**src/bst_pkg.sv**
```systemverilog
// ----------------------------------------------------------------------------
// bst_pkg
// Token kinds, character codes and keyword tables for the byte stream
// tokenizer.
// ----------------------------------------------------------------------------
package bst_pkg;

  typedef enum logic [4:0] {
    TK_WRITELN,
    TK_IF,
    TK_ELSE,
    TK_IDENT,
    TK_NIDENT,
    TK_SIDENT,
    TK_ICONST,
    TK_RCONST,
    TK_SCONST,
    TK_PLUS,
    TK_MINUS,
    TK_MULT,
    TK_DIV,
    TK_EXPONENT,
    TK_ASSOP,
    TK_LPAREN,
    TK_RPAREN,
    TK_LBRACES,
    TK_RBRACES,
    TK_NEQ,
    TK_NGTHAN,
    TK_NLTHAN,
    TK_CAT,
    TK_SREPEAT,
    TK_SEQ,
    TK_SLTHAN,
    TK_SGTHAN,
    TK_COMMA,
    TK_SEMICOL,
    TK_ERR,
    TK_DONE
  } tok_kind_e;

  localparam logic [7:0] CH_NL     = 8'h0a;
  localparam logic [7:0] CH_TAB    = 8'h09;
  localparam logic [7:0] CH_SPACE  = 8'h20;
  localparam logic [7:0] CH_QUOTE  = 8'h27;
  localparam logic [7:0] CH_HASH   = 8'h23;
  localparam logic [7:0] CH_DOLLAR = 8'h24;
  localparam logic [7:0] CH_AT     = 8'h40;
  localparam logic [7:0] CH_UNDER  = 8'h5f;
  localparam logic [7:0] CH_DOT    = 8'h2e;
  localparam logic [7:0] CH_DASH   = 8'h2d;
  localparam logic [7:0] CH_STAR   = 8'h2a;
  localparam logic [7:0] CH_EQ     = 8'h3d;

  // register index of start_line
  localparam logic REG_START_LINE = 1'b0;

  // dash lookahead letters
  localparam logic [1:0] DL_E = 2'd0;
  localparam logic [1:0] DL_G = 2'd1;
  localparam logic [1:0] DL_L = 2'd2;

  function automatic logic [2:0] kw_len(input logic [1:0] k);
    logic [2:0] len;
    unique case (k)
      2'd0: len = 3'd7;
      2'd1: len = 3'd2;
      2'd2: len = 3'd4;
      default: len = 3'd0;
    endcase
    return len;
  endfunction

  // keyword k still matches with byte c at position idx
  function automatic logic kw_ok(input logic [1:0] k, input logic [2:0] idx,
                                 input logic [7:0] c);
    logic [63:0] txt;
    logic [7:0]  ch;
    unique case (k)
      2'd0: txt = {"writeln", 8'h00};
      2'd1: txt = {"if", 48'h0};
      2'd2: txt = {"else", 32'h0};
      default: txt = 64'h0;
    endcase
    ch = txt[8*(7-int'(idx)) +: 8];
    return (idx < kw_len(k)) && (c == ch);
  endfunction

  function automatic logic is_digit(input logic [7:0] c);
    return (c >= "0") && (c <= "9");
  endfunction

  function automatic logic is_letter(input logic [7:0] c);
    return ((c >= "a") && (c <= "z")) || ((c >= "A") && (c <= "Z"));
  endfunction

  function automatic logic [7:0] to_upper(input logic [7:0] c);
    return ((c >= "a") && (c <= "z")) ? c - 8'd32 : c;
  endfunction

endpackage

```
**src/byte_stream_tokenizer_unit.sv**
```systemverilog
// ----------------------------------------------------------------------------
// byte_stream_tokenizer_unit
// Scans source text one byte per transaction and emits tokens with kind,
// line, start offset and length through a small result queue.
//
//   channel  dir  handshake            payload
//   input    in   in_valid/in_ready    char_byte, end_of_input
//   result   out  out_valid/out_ready  token_kind, line_number, start_offset,
//                                      lexeme_length, last_of_run
//   config   in   apb write/read       start_line at address 0
//
// a byte is scanned in the cycle it is accepted; its tokens land in a
// four-entry result queue on the same edge
// one byte per cycle while each byte yields at most one token and results are
// taken as they come; a byte that yields two tokens queues both, and they leave one at a time
// in_ready drops while fewer than two queue entries are free
// asynchronous active-low reset, no clearing pass
// ----------------------------------------------------------------------------
module byte_stream_tokenizer_unit #(
  parameter int LINE_BITS   = 24,
  parameter int LENGTH_BITS = 16
) (
  input  logic                   clk_i,
  input  logic                   rst_ni,
  input  logic                   in_valid_i,
  output logic                   in_ready_o,
  input  logic [7:0]             char_byte_i,
  input  logic                   end_of_input_i,
  output logic                   out_valid_o,
  input  logic                   out_ready_i,
  output logic [4:0]             token_kind_o,
  output logic [LINE_BITS-1:0]   line_number_o,
  output logic [31:0]            start_offset_o,
  output logic [LENGTH_BITS-1:0] lexeme_length_o,
  output logic                   last_of_run_o,
  input  logic                   psel,
  input  logic                   penable,
  input  logic                   pwrite,
  input  logic [2:0]             paddr,
  input  logic [31:0]            pwdata,
  output logic [31:0]            prdata,
  output logic                   pready
);

  localparam logic [3:0] M_START   = 4'd0;
  localparam logic [3:0] M_IDENT   = 4'd1;
  localparam logic [3:0] M_STRING  = 4'd2;
  localparam logic [3:0] M_INT     = 4'd3;
  localparam logic [3:0] M_REAL    = 4'd4;
  localparam logic [3:0] M_COMMENT = 4'd5;
  localparam logic [3:0] M_STAR    = 4'd6;
  localparam logic [3:0] M_EQ      = 4'd7;
  localparam logic [3:0] M_DASH    = 4'd8;
  localparam logic [3:0] M_DASH2   = 4'd9;

  localparam int QDEPTH = 4;
  localparam int QPW    = $clog2(QDEPTH);
  localparam int QCW    = $clog2(QDEPTH + 1);

  localparam logic [32:0] LINE_TOP = (33'd1 << LINE_BITS) - 33'd1;

  typedef logic [LINE_BITS-1:0]   line_t;
  typedef logic [LENGTH_BITS-1:0] len_t;

  typedef struct packed {
    bst_pkg::tok_kind_e kind;
    line_t              line;
    logic [31:0]        start;
    len_t               len;
    logic               last;
  } res_t;

  // state
  logic        fresh_q, fresh_d;
  logic [3:0]  mode_q, mode_d;
  line_t       line_q, line_d;
  logic [31:0] bpos_q, bpos_d;
  logic [31:0] tstart_q, tstart_d;
  len_t        tlen_q, tlen_d;
  logic [2:0]  kwf_q, kwf_d;
  logic [1:0]  pfx_q, pfx_d;
  logic [1:0]  dash_q, dash_d;
  logic [15:0] start_line_q;

  // result queue
  res_t             q_mem [QDEPTH];
  logic [QPW-1:0]   wr_q, rd_q;
  logic [QCW-1:0]   cnt_q;

  logic       in_acc, out_acc;
  logic [7:0] c, cu;
  line_t      line0, linc;
  logic [31:0] pos;
  len_t       lenp;
  logic       c_ident;

  // ---------------------------------------------------------------------------
  // configuration port
  // ---------------------------------------------------------------------------
  assign pready = 1'b1;
  assign prdata = (paddr[2] == bst_pkg::REG_START_LINE) ? {16'h0, start_line_q} : 32'h0;

  always_ff @(posedge clk_i or negedge rst_ni) begin
    if (!rst_ni) begin
      start_line_q <= 16'd1;
    end else if (psel && penable && pwrite && pready
                 && (paddr[2] == bst_pkg::REG_START_LINE)) begin
      start_line_q <= pwdata[15:0];
    end
  end

  // ---------------------------------------------------------------------------
  // common terms
  // ---------------------------------------------------------------------------
  assign in_ready_o = (cnt_q <= QCW'(QDEPTH - 2));
  assign in_acc     = in_valid_i && in_ready_o;
  assign c          = char_byte_i;
  assign cu         = bst_pkg::to_upper(c);
  assign c_ident    = bst_pkg::is_letter(c) || bst_pkg::is_digit(c) || (c == bst_pkg::CH_UNDER);

  always_comb begin
    logic [32:0] sl_ext;
    sl_ext = 33'(start_line_q);
    if (fresh_q) begin
      line0 = (sl_ext > LINE_TOP) ? LINE_TOP[LINE_BITS-1:0] : sl_ext[LINE_BITS-1:0];
    end else begin
      line0 = line_q;
    end
  end

  assign linc = (line0 == '1) ? line0 : line0 + line_t'(1);
  assign pos  = fresh_q ? 32'h0 : bpos_q;
  assign lenp = (tlen_q == '1) ? tlen_q : tlen_q + len_t'(1);

  // ---------------------------------------------------------------------------
  // pending token as it stands (flush and finish-on-delimiter)
  // ---------------------------------------------------------------------------
  logic               fl_emit;
  bst_pkg::tok_kind_e fl_kind;
  logic [31:0]        fl_start;
  len_t               fl_len;
  bst_pkg::tok_kind_e id_kind;

  always_comb begin
    id_kind = (pfx_q == 2'd1) ? bst_pkg::TK_NIDENT :
              (pfx_q == 2'd2) ? bst_pkg::TK_SIDENT : bst_pkg::TK_IDENT;
    priority if (kwf_q[0] && (tlen_q == len_t'(bst_pkg::kw_len(2'd0)))) begin
      id_kind = bst_pkg::TK_WRITELN;
    end else if (kwf_q[1] && (tlen_q == len_t'(bst_pkg::kw_len(2'd1)))) begin
      id_kind = bst_pkg::TK_IF;
    end else if (kwf_q[2] && (tlen_q == len_t'(bst_pkg::kw_len(2'd2)))) begin
      id_kind = bst_pkg::TK_ELSE;
    end else begin
    end
  end

  always_comb begin
    fl_emit  = 1'b1;
    fl_kind  = bst_pkg::TK_ERR;
    fl_start = tstart_q;
    fl_len   = tlen_q;
    unique case (mode_q)
      M_IDENT:  fl_kind = id_kind;
      M_STRING: begin
        fl_start = tstart_q - 32'd1;
        fl_len   = lenp;
      end
      M_INT:    fl_kind = bst_pkg::TK_ICONST;
      M_REAL:   fl_kind = bst_pkg::TK_RCONST;
      M_STAR: begin
        fl_kind = bst_pkg::TK_MULT;
        fl_len  = len_t'(1);
      end
      M_EQ: begin
        fl_kind = bst_pkg::TK_ASSOP;
        fl_len  = len_t'(1);
      end
      M_DASH: begin
        fl_kind = bst_pkg::TK_MINUS;
        fl_len  = len_t'(1);
      end
      M_DASH2: begin
        fl_kind = bst_pkg::TK_MINUS;
        fl_len  = len_t'(2);
      end
      default:  fl_emit = 1'b0;
    endcase
  end

  // ---------------------------------------------------------------------------
  // byte seen from start mode
  // ---------------------------------------------------------------------------
  logic               s_emit, s_inc, s_keep;
  bst_pkg::tok_kind_e s_kind;
  logic [3:0]         s_mode;
  logic [31:0]        s_tstart;
  len_t               s_tlen;
  logic [2:0]         s_kwf;
  logic [1:0]         s_pfx;

  always_comb begin
    s_emit   = 1'b0;
    s_inc    = 1'b0;
    s_keep   = 1'b0;
    s_kind   = bst_pkg::TK_ERR;
    s_mode   = M_START;
    s_tstart = pos;
    s_tlen   = len_t'(1);
    s_kwf    = kwf_q;
    s_pfx    = pfx_q;
    priority if (c == bst_pkg::CH_NL) begin
      s_keep = 1'b1;
      s_inc  = 1'b1;
    end else if ((c == bst_pkg::CH_SPACE) || (c == bst_pkg::CH_TAB)) begin
      s_keep = 1'b1;
    end else if (c == bst_pkg::CH_QUOTE) begin
      s_mode   = M_STRING;
      s_tstart = pos + 32'd1;
      s_tlen   = '0;
    end else if (c == bst_pkg::CH_HASH) begin
      s_mode = M_COMMENT;
    end else if (bst_pkg::is_digit(c)) begin
      s_mode = M_INT;
    end else if (bst_pkg::is_letter(c) || (c == bst_pkg::CH_UNDER)
                 || (c == bst_pkg::CH_DOLLAR) || (c == bst_pkg::CH_AT)) begin
      s_mode = M_IDENT;
      s_pfx  = (c == bst_pkg::CH_DOLLAR) ? 2'd1 : ((c == bst_pkg::CH_AT) ? 2'd2 : 2'd0);
      s_kwf  = {bst_pkg::kw_ok(2'd2, 3'd0, c), bst_pkg::kw_ok(2'd1, 3'd0, c),
                bst_pkg::kw_ok(2'd0, 3'd0, c)};
    end else if (c == bst_pkg::CH_DASH) begin
      s_mode = M_DASH;
    end else if (c == bst_pkg::CH_STAR) begin
      s_mode = M_STAR;
    end else if (c == bst_pkg::CH_EQ) begin
      s_mode = M_EQ;
    end else begin
      s_emit = 1'b1;
      unique case (c)
        "+":     s_kind = bst_pkg::TK_PLUS;
        "/":     s_kind = bst_pkg::TK_DIV;
        "^":     s_kind = bst_pkg::TK_EXPONENT;
        ">":     s_kind = bst_pkg::TK_NGTHAN;
        "<":     s_kind = bst_pkg::TK_NLTHAN;
        ".":     s_kind = bst_pkg::TK_CAT;
        "{":     s_kind = bst_pkg::TK_LBRACES;
        "}":     s_kind = bst_pkg::TK_RBRACES;
        "(":     s_kind = bst_pkg::TK_LPAREN;
        ")":     s_kind = bst_pkg::TK_RPAREN;
        ",":     s_kind = bst_pkg::TK_COMMA;
        ";":     s_kind = bst_pkg::TK_SEMICOL;
        default: begin
          s_kind = bst_pkg::TK_ERR;
          s_inc  = 1'b1;
        end
      endcase
    end
  end

  // ---------------------------------------------------------------------------
  // byte seen from the current mode
  // ---------------------------------------------------------------------------
  logic               a_emit, a_inc, redo;
  bst_pkg::tok_kind_e a_kind;
  logic [31:0]        a_start;
  len_t               a_len;
  logic [3:0]         a_mode;
  len_t               a_tlen;
  logic [2:0]         a_kwf;
  logic [1:0]         a_dash;
  logic               kw_short;

  assign kw_short = (tlen_q < len_t'(8));

  always_comb begin
    a_emit  = 1'b0;
    a_inc   = 1'b0;
    redo    = 1'b0;
    a_kind  = fl_kind;
    a_start = tstart_q;
    a_len   = tlen_q;
    a_mode  = mode_q;
    a_tlen  = tlen_q;
    a_kwf   = kwf_q;
    a_dash  = dash_q;
    unique case (mode_q)
      M_IDENT: begin
        if (c_ident) begin
          a_tlen = lenp;
          for (int k = 0; k < 3; k++) begin
            a_kwf[k] = kwf_q[k] && kw_short && bst_pkg::kw_ok(2'(k), tlen_q[2:0], c);
          end
        end else begin
          redo = 1'b1;
        end
      end
      M_STRING: begin
        if (c == bst_pkg::CH_QUOTE) begin
          a_emit = 1'b1;
          a_kind = bst_pkg::TK_SCONST;
          a_mode = M_START;
        end else if (c == bst_pkg::CH_NL) begin
          a_emit  = 1'b1;
          a_inc   = 1'b1;
          a_kind  = bst_pkg::TK_ERR;
          a_start = tstart_q - 32'd1;
          a_len   = lenp;
          a_mode  = M_START;
        end else begin
          a_tlen = lenp;
        end
      end
      M_INT: begin
        if (bst_pkg::is_digit(c)) begin
          a_tlen = lenp;
        end else if (c == bst_pkg::CH_DOT) begin
          a_tlen = lenp;
          a_mode = M_REAL;
        end else begin
          redo = 1'b1;
        end
      end
      M_REAL: begin
        if (bst_pkg::is_digit(c)) begin
          a_tlen = lenp;
        end else if (c == bst_pkg::CH_DOT) begin
          a_tlen = lenp;
          a_emit = 1'b1;
          a_inc  = 1'b1;
          a_kind = bst_pkg::TK_ERR;
          a_len  = lenp;
          a_mode = M_START;
        end else begin
          redo = 1'b1;
        end
      end
      M_COMMENT: begin
        if (c == bst_pkg::CH_NL) begin
          a_inc  = 1'b1;
          a_mode = M_START;
        end
      end
      M_STAR: begin
        if (c == bst_pkg::CH_STAR) begin
          a_emit = 1'b1;
          a_kind = bst_pkg::TK_SREPEAT;
          a_len  = len_t'(2);
          a_mode = M_START;
        end else begin
          redo = 1'b1;
        end
      end
      M_EQ: begin
        if (c == bst_pkg::CH_EQ) begin
          a_emit = 1'b1;
          a_kind = bst_pkg::TK_NEQ;
          a_len  = len_t'(2);
          a_mode = M_START;
        end else begin
          redo = 1'b1;
        end
      end
      M_DASH: begin
        if ((cu == "E") || (cu == "G") || (cu == "L")) begin
          a_dash = (cu == "E") ? bst_pkg::DL_E : ((cu == "G") ? bst_pkg::DL_G : bst_pkg::DL_L);
          a_tlen = len_t'(2);
          a_mode = M_DASH2;
        end else begin
          redo = 1'b1;
        end
      end
      M_DASH2: begin
        if ((cu == "T") || (cu == "Q")) begin
          a_emit = 1'b1;
          a_len  = len_t'(3);
          a_mode = M_START;
          priority if ((dash_q == bst_pkg::DL_E) && (cu == "Q")) begin
            a_kind = bst_pkg::TK_SEQ;
          end else if ((dash_q == bst_pkg::DL_G) && (cu == "T")) begin
            a_kind = bst_pkg::TK_SGTHAN;
          end else if ((dash_q == bst_pkg::DL_L) && (cu == "T")) begin
            a_kind = bst_pkg::TK_SLTHAN;
          end else begin
            a_kind = bst_pkg::TK_MINUS;
          end
        end else begin
          redo = 1'b1;
        end
      end
      default: redo = 1'b1;
    endcase
    // finishing a pending token on a delimiter emits it as a flush would
    if (redo) begin
      a_emit  = fl_emit;
      a_kind  = fl_kind;
      a_start = fl_start;
      a_len   = fl_len;
    end
  end

  // ---------------------------------------------------------------------------
  // next state and results of one transaction
  // ---------------------------------------------------------------------------
  res_t r0, r1;
  logic r0_v, r1_v;

  always_comb begin
    fresh_d  = fresh_q;
    mode_d   = mode_q;
    line_d   = line_q;
    bpos_d   = bpos_q;
    tstart_d = tstart_q;
    tlen_d   = tlen_q;
    kwf_d    = kwf_q;
    pfx_d    = pfx_q;
    dash_d   = dash_q;
    r0       = '{kind: fl_kind, line: line0, start: fl_start, len: fl_len, last: 1'b0};
    r1       = '{kind: bst_pkg::TK_DONE, line: line0, start: pos, len: '0, last: 1'b1};
    r0_v     = 1'b0;
    r1_v     = 1'b0;
    if (in_acc) begin
      fresh_d = 1'b0;
      line_d  = line0;
      if (end_of_input_i) begin
        fresh_d = 1'b1;
        mode_d  = M_START;
        bpos_d  = pos;
        r0_v    = fl_emit;
        r1_v    = 1'b1;
      end else begin
        bpos_d = pos + 32'd1;
        r0     = '{kind: a_kind, line: (a_inc ? linc : line0), start: a_start,
                   len: a_len, last: 1'b0};
        r0_v   = a_emit;
        r1     = '{kind: s_kind, line: (s_inc ? linc : line0), start: pos,
                   len: len_t'(1), last: 1'b1};
        r1_v   = redo && s_emit;
        if (a_inc || (redo && s_inc)) begin
          line_d = linc;
        end
        if (redo) begin
          if (!s_keep) begin
            tstart_d = s_tstart;
            tlen_d   = s_tlen;
            kwf_d    = s_kwf;
            pfx_d    = s_pfx;
          end
          mode_d = s_mode;
          dash_d = dash_q;
        end else begin
          mode_d = a_mode;
          tlen_d = a_tlen;
          kwf_d  = a_kwf;
          dash_d = a_dash;
        end
      end
      if (!r1_v) begin
        r0.last = 1'b1;
      end
    end
  end

  always_ff @(posedge clk_i or negedge rst_ni) begin
    if (!rst_ni) begin
      fresh_q  <= 1'b1;
      mode_q   <= M_START;
      line_q   <= line_t'(1);
      bpos_q   <= '0;
      tstart_q <= '0;
      tlen_q   <= '0;
      kwf_q    <= 3'b111;
      pfx_q    <= 2'd0;
      dash_q   <= 2'd0;
    end else begin
      fresh_q  <= fresh_d;
      mode_q   <= mode_d;
      line_q   <= line_d;
      bpos_q   <= bpos_d;
      tstart_q <= tstart_d;
      tlen_q   <= tlen_d;
      kwf_q    <= kwf_d;
      pfx_q    <= pfx_d;
      dash_q   <= dash_d;
    end
  end

  // ---------------------------------------------------------------------------
  // result queue
  // ---------------------------------------------------------------------------
  logic [1:0]     push_n;
  logic [QPW-1:0] wr_p1;

  assign out_acc = out_valid_o && out_ready_i;
  assign push_n  = {1'b0, r0_v} + {1'b0, r1_v};
  assign wr_p1   = wr_q + QPW'(1);

  always_ff @(posedge clk_i) begin
    if (r0_v) begin
      q_mem[wr_q] <= r0;
      if (r1_v) begin
        q_mem[wr_p1] <= r1;
      end
    end else if (r1_v) begin
      q_mem[wr_q] <= r1;
    end
  end

  always_ff @(posedge clk_i or negedge rst_ni) begin
    if (!rst_ni) begin
      wr_q  <= '0;
      rd_q  <= '0;
      cnt_q <= '0;
    end else begin
      wr_q  <= wr_q + QPW'(push_n);
      rd_q  <= rd_q + QPW'(out_acc);
      cnt_q <= cnt_q + QCW'(push_n) - QCW'(out_acc);
    end
  end

  assign out_valid_o     = (cnt_q != '0);
  assign token_kind_o    = q_mem[rd_q].kind;
  assign line_number_o   = q_mem[rd_q].line;
  assign start_offset_o  = q_mem[rd_q].start;
  assign lexeme_length_o = q_mem[rd_q].len;
  assign last_of_run_o   = q_mem[rd_q].last;

endmodule

```
**config.mk**
```make
export PLATFORM = sky130hd
export DESIGN_NAME = byte_stream_tokenizer_unit
export DESIGN_NICKNAME = d
export VERILOG_FILES = /design/src/bst_pkg.sv /design/src/byte_stream_tokenizer_unit.sv
export SDC_FILE = /design/constraint.sdc
export NUM_CORES = 1
export LEC_CHECK = 0
export BUFFER_PORTS_ARGS = -buffer_cell sky130_fd_sc_hd__buf_2
export CAP_MARGIN = 5
export CORE_UTILIZATION = 55
export CTS_CLUSTER_SIZE = 10
export DETAILED_ROUTE_END_ITERATION = 16
export GPL_TIMING_DRIVEN = 0
export PLACE_DENSITY = 0.73
export SYNTH_ARGS = -nofsm -noshare
export SYNTH_HDL_FRONTEND = slang
export SYNTH_SLANG_ARGS = --single-unit
```
**constraint.sdc**
```tcl
create_clock -name clk_i -period 6.95 [get_ports clk_i]
set_input_delay 0.3475 -clock clk_i [delete_from_list [all_inputs] [get_ports clk_i]]
set_output_delay 0.3475 -clock clk_i [all_outputs]
set_load 0.01 [all_outputs]
```
==> results.json <==
{
  "clkSinkCount": 451,
  "startpoint": "mode_q[0]",
  "pwr-share-clk": 0.224,
  "crit-reg2reg-capture": "q_mem[3][67]",
  "layout_min_cycle_time_ns": 6.80,
  "rsz0062_at_grt": "false",
  "fp-row-count": 80,
  "grt_pass1_vias": 24500,
  "cpMaxStageDelayCell": "or4b_1",
  "grt_first_pass_wirelength_um": 148000,
  "cp-end-kind": "register",
  "via_per_inst": 7.02,
  "critical_path_depth": 18,
  "p_sw_mw": 4.80,
  "die_h_um": 223,
  "globalRouteOverflowTotal": 0,
  "gp_congestion": 0.978,
  "slew_headroom": 0.116,
  "place_hpwl_um": 70000,
  "tritoncts": "yes",
  "clk_latency_ns": 0.62,
  "worst_path_dominant_cell_family": "buffers and inverters",
  "numPortBuffers": 126,
  "fin_util": 0.633,
  "power_frac_comb": 0.446,
  "drive_above_1_share": 0.145,
  "required_ns": 7.26,
  "finClkSkew_ns": 0.0247,
  "grt_max_degree": 88,
  "slew_viol_final": 0,
  "crit_chain": "clkbuf_1 -> or4b_1 -> a31oi_1 -> nand3_1 -> o2111ai_4 -> buf_2 -> clkbuf_1 -> nand2_1 -> nor2_1 -> o21ai_0 -> inv_1 -> ha_1 -> clkbuf_1 -> clkbuf_2 -> nor2_1 -> a21oi_2 -> clkbuf_1 -> o21ai_0",
  "status": "completed",
  "nNetsFinal": 3061,
  "p_int_mw": 6.64,
  "hold_path.class": "primary input to register",
  "die_width_um": 223,
  "postSynthCellCount": 2767,
  "final_hold_viol_count": 0,
  "synth_edf_count": 248,
  "cts_max_level": 2,
  "drc": 0,
  "slowest_delay_ns": 0.63,
  "detail_route.wl_per_cell_um": 27.1,
  "cts_max_path_buffers": 3,
  "area_delta_synth_final_pct": 12.7,
  "worst_ep_arrival_time_ns": 7.11,
  "vias": 25600,
  "io_pins": 164,
  "seqPwrFrac": 0.330,
  "synth.avg_cell_area_um2": 9.75,
  "clockRootBuffer": "clkbuf_16",
  "ys_warn_count": 0,
  "firstDrtPassIters": 8,
  "initial_utilization": 0.561,
  "synthFlopType": "edfxtp_1",
  "synth-seq-area-share": 0.453,
  "final_area_um2": 30400,
  "postCtsSetupBuffers": 0,
  "ys_seq_elements": 451,
  "path_clk_slew_ns": 0.06,
  "wl_um": 98800,
  "switching_share": 0.420,
  "max_slew.worst_pin.slew_ns": 1.33,
  "max_freq_mhz": 147,
  "crit_fanout": 11,
  "startpoint_type": "register",
  "maxCapViolations": 0,
  "setup_violations": 0,
  "ir_worst_vdd_mv": 0.221,
  "crit_buf_inv": 7,
  "timing.final.crit_share": 0.978,
  "final.setup.tns_ns": 0,
  "ant_nets": 0,
  "place_area_um2": 28600,
  "reg2reg_slack_ns": 0.15,
  "initialDrtViolationCount": 4001,
  "antenna_found_initial": 3,
  "r2r_cells": 18,
  "die_area_um2": 49900,
  "rr_startpoint": "mode_q[0]",
  "powerDensity_nw_per_um2": 376,
  "ys_types": 105,
  "endpoint": "q_mem[3][67]",
  "cpMostUsedCell": "clkbuf_1",
  "syn-cell-area_um2": 27000,
  "p_leak_nw": 10.6,
  "cts_buffers": 52,
  "async_flop_share": 0.308,
  "coreArea_um2": 48000,
  "crit_type": "register to register",
  "grt_usage": 0.391
}
final cells by class:
cell class              count  area (µm²)
flip-flops and latches    451       12200
multi-input cells        2041       13700
inverters                  48         183
diodes                      3        7.51
clock inverters             4        51.3
clock buffers              92        1480
well taps                 615         769
plain buffers             242        1050
fillers                  3994       17600
repair buffers            151         972
cells in the mapped netlist, drive strengths merged, types with 35 or more instances:
master  count  area share
nand2     287       0.040
edfxtp    248        0.28
o21ai     240       0.045
o22ai     197       0.046
nor2      194       0.027
a21oi     173       0.032
clkbuf    168       0.023
dfrtp     133        0.12
mux4       78       0.065
buf        74       0.015
nand3      71       0.013
dfxtp      64       0.048
xor2       54       0.018
nand2b     51       0.012
nor3       49      0.0093
inv        46      0.0064
xnor2      46       0.015
nor2b      42      0.0097
mux2       35       0.015
placed cells by master (no fill, tap or decap), types with 22 or more instances in the layout:
cell and instances:
nand2_1 284, edfxtp_1 248, o21ai_0 232, clkbuf_1 196, o22ai_1 193, nor2_1 192, a21oi_1 166, buf_2 163
dfrtp_1 133, mux4_2 78, nand3_1 71, dfxtp_1 64, xor2_1 54, clkbuf_16 52, nand2b_1 50, nor3_1 48
xnor2_1 46, inv_1 45, nor2b_1 42, mux2_2 35, a31oi_1 33, mux2i_1 30, o31ai_1 25, nand4_1 24
nor4_1 23, a22o_1 22, ha_1 22
routing by layer:
layer / global-route usage / vias up / part of all wire
met4: 0.182 / 4 / 0.052
met3: 0.0979 / 386 / 0.13
met2: 0.599 / 1858 / 0.44
met5: 0 / - / 0.00024
met1: 0.521 / 12400 / 0.38
li1: - / 10900 / -
timing repair:
| action | in CTS | in global routing |
|---|---|---|
| endpoints found under the hold margin | 63 | 0 |
| resized for setup | 3 | 22 |
| hold buffers | 17 | 0 |
| pin swaps | 0 | 0 |
| setup endpoints to repair | 35 | 95 |
cells by family (layout without fill, tap and decap cells):
kind of cell	count (synthesis)	in the layout	share of synthesized area
other cells	2	20	0.000279
xor+xnor	100	100	0.0325
mux	143	143	0.0909
compound gates	865	865	0.202
fa+ha+maj	23	23	0.0110
simple gates	893	893	0.166
flops	451	451	0.453
buf+inv	290	537	0.0451
power groups by stage:
stage	Clock, mW	Sequential, mW	Combinational, mW
3_5_place_dp	0	3.80	4.90
6_report	2.57	3.77	5.10
3_3_place_gp	0	3.81	4.79
4_1_cts	2.56	3.75	4.94
2_1_floorplan	0	3.71	3.19
5_1_grt	2.66	3.81	5.37
registers in the layout (all words and copies together) (netlist names):
| name | count |
|---|---|
| cnt_q | 3 |
| rd_q | 2 |
| tstart_q | 32 |
| bpos_q | 32 |
| pfx_q | 2 |
| dash_q | 2 |
| start_line_q | 16 |
| wr_q | 2 |
| fresh_q | 1 |
| mode_q | 4 |
| tlen_q | 16 |
| kwf_q | 3 |
| q_mem | 312 |
| line_q | 24 |
metrics by stage:
stage / cells / hold slack [ns] / total power [mW] / worst slack [ns]
4_1_cts: 3642 / 0.212 / 11.3 / 0.0965
3_5_place_dp: 3529 / 0.354 / 8.70 / -0.942
2_1_floorplan: 2782 / 0.0519 / 6.90 / 1.07
5_1_grt: 3644 / 0.264 / 11.9 / 0.0208
6_report: 3647 / 0.223 / 11.4 / 0.154
3_3_place_gp: 3523 / 0.427 / 8.60 / -2.52
worst min-delay path, stage by stage:
cell and delay (ns):
buf_2 0.13, nor3b_1 0.12, nand2_1 0.11, o41ai_1 0.08
worst min path at each step:
stage                   startpoint          end  slack (ns)  cells after the start
global route        char_byte_i[4]    dash_q[0]        0.26                      4
detailed placement          rst_ni    tlen_q[8]        0.35                      1
floorplan                   rst_ni    bpos_q[0]        0.05                      0
CTS                 char_byte_i[4]    dash_q[0]        0.21                      4
global placement       q_mem[0][8]  q_mem[0][8]        0.43                      2
finish              char_byte_i[4]    dash_q[0]        0.22                      4
No activity file was read; power rests on OpenSTA's default activity.
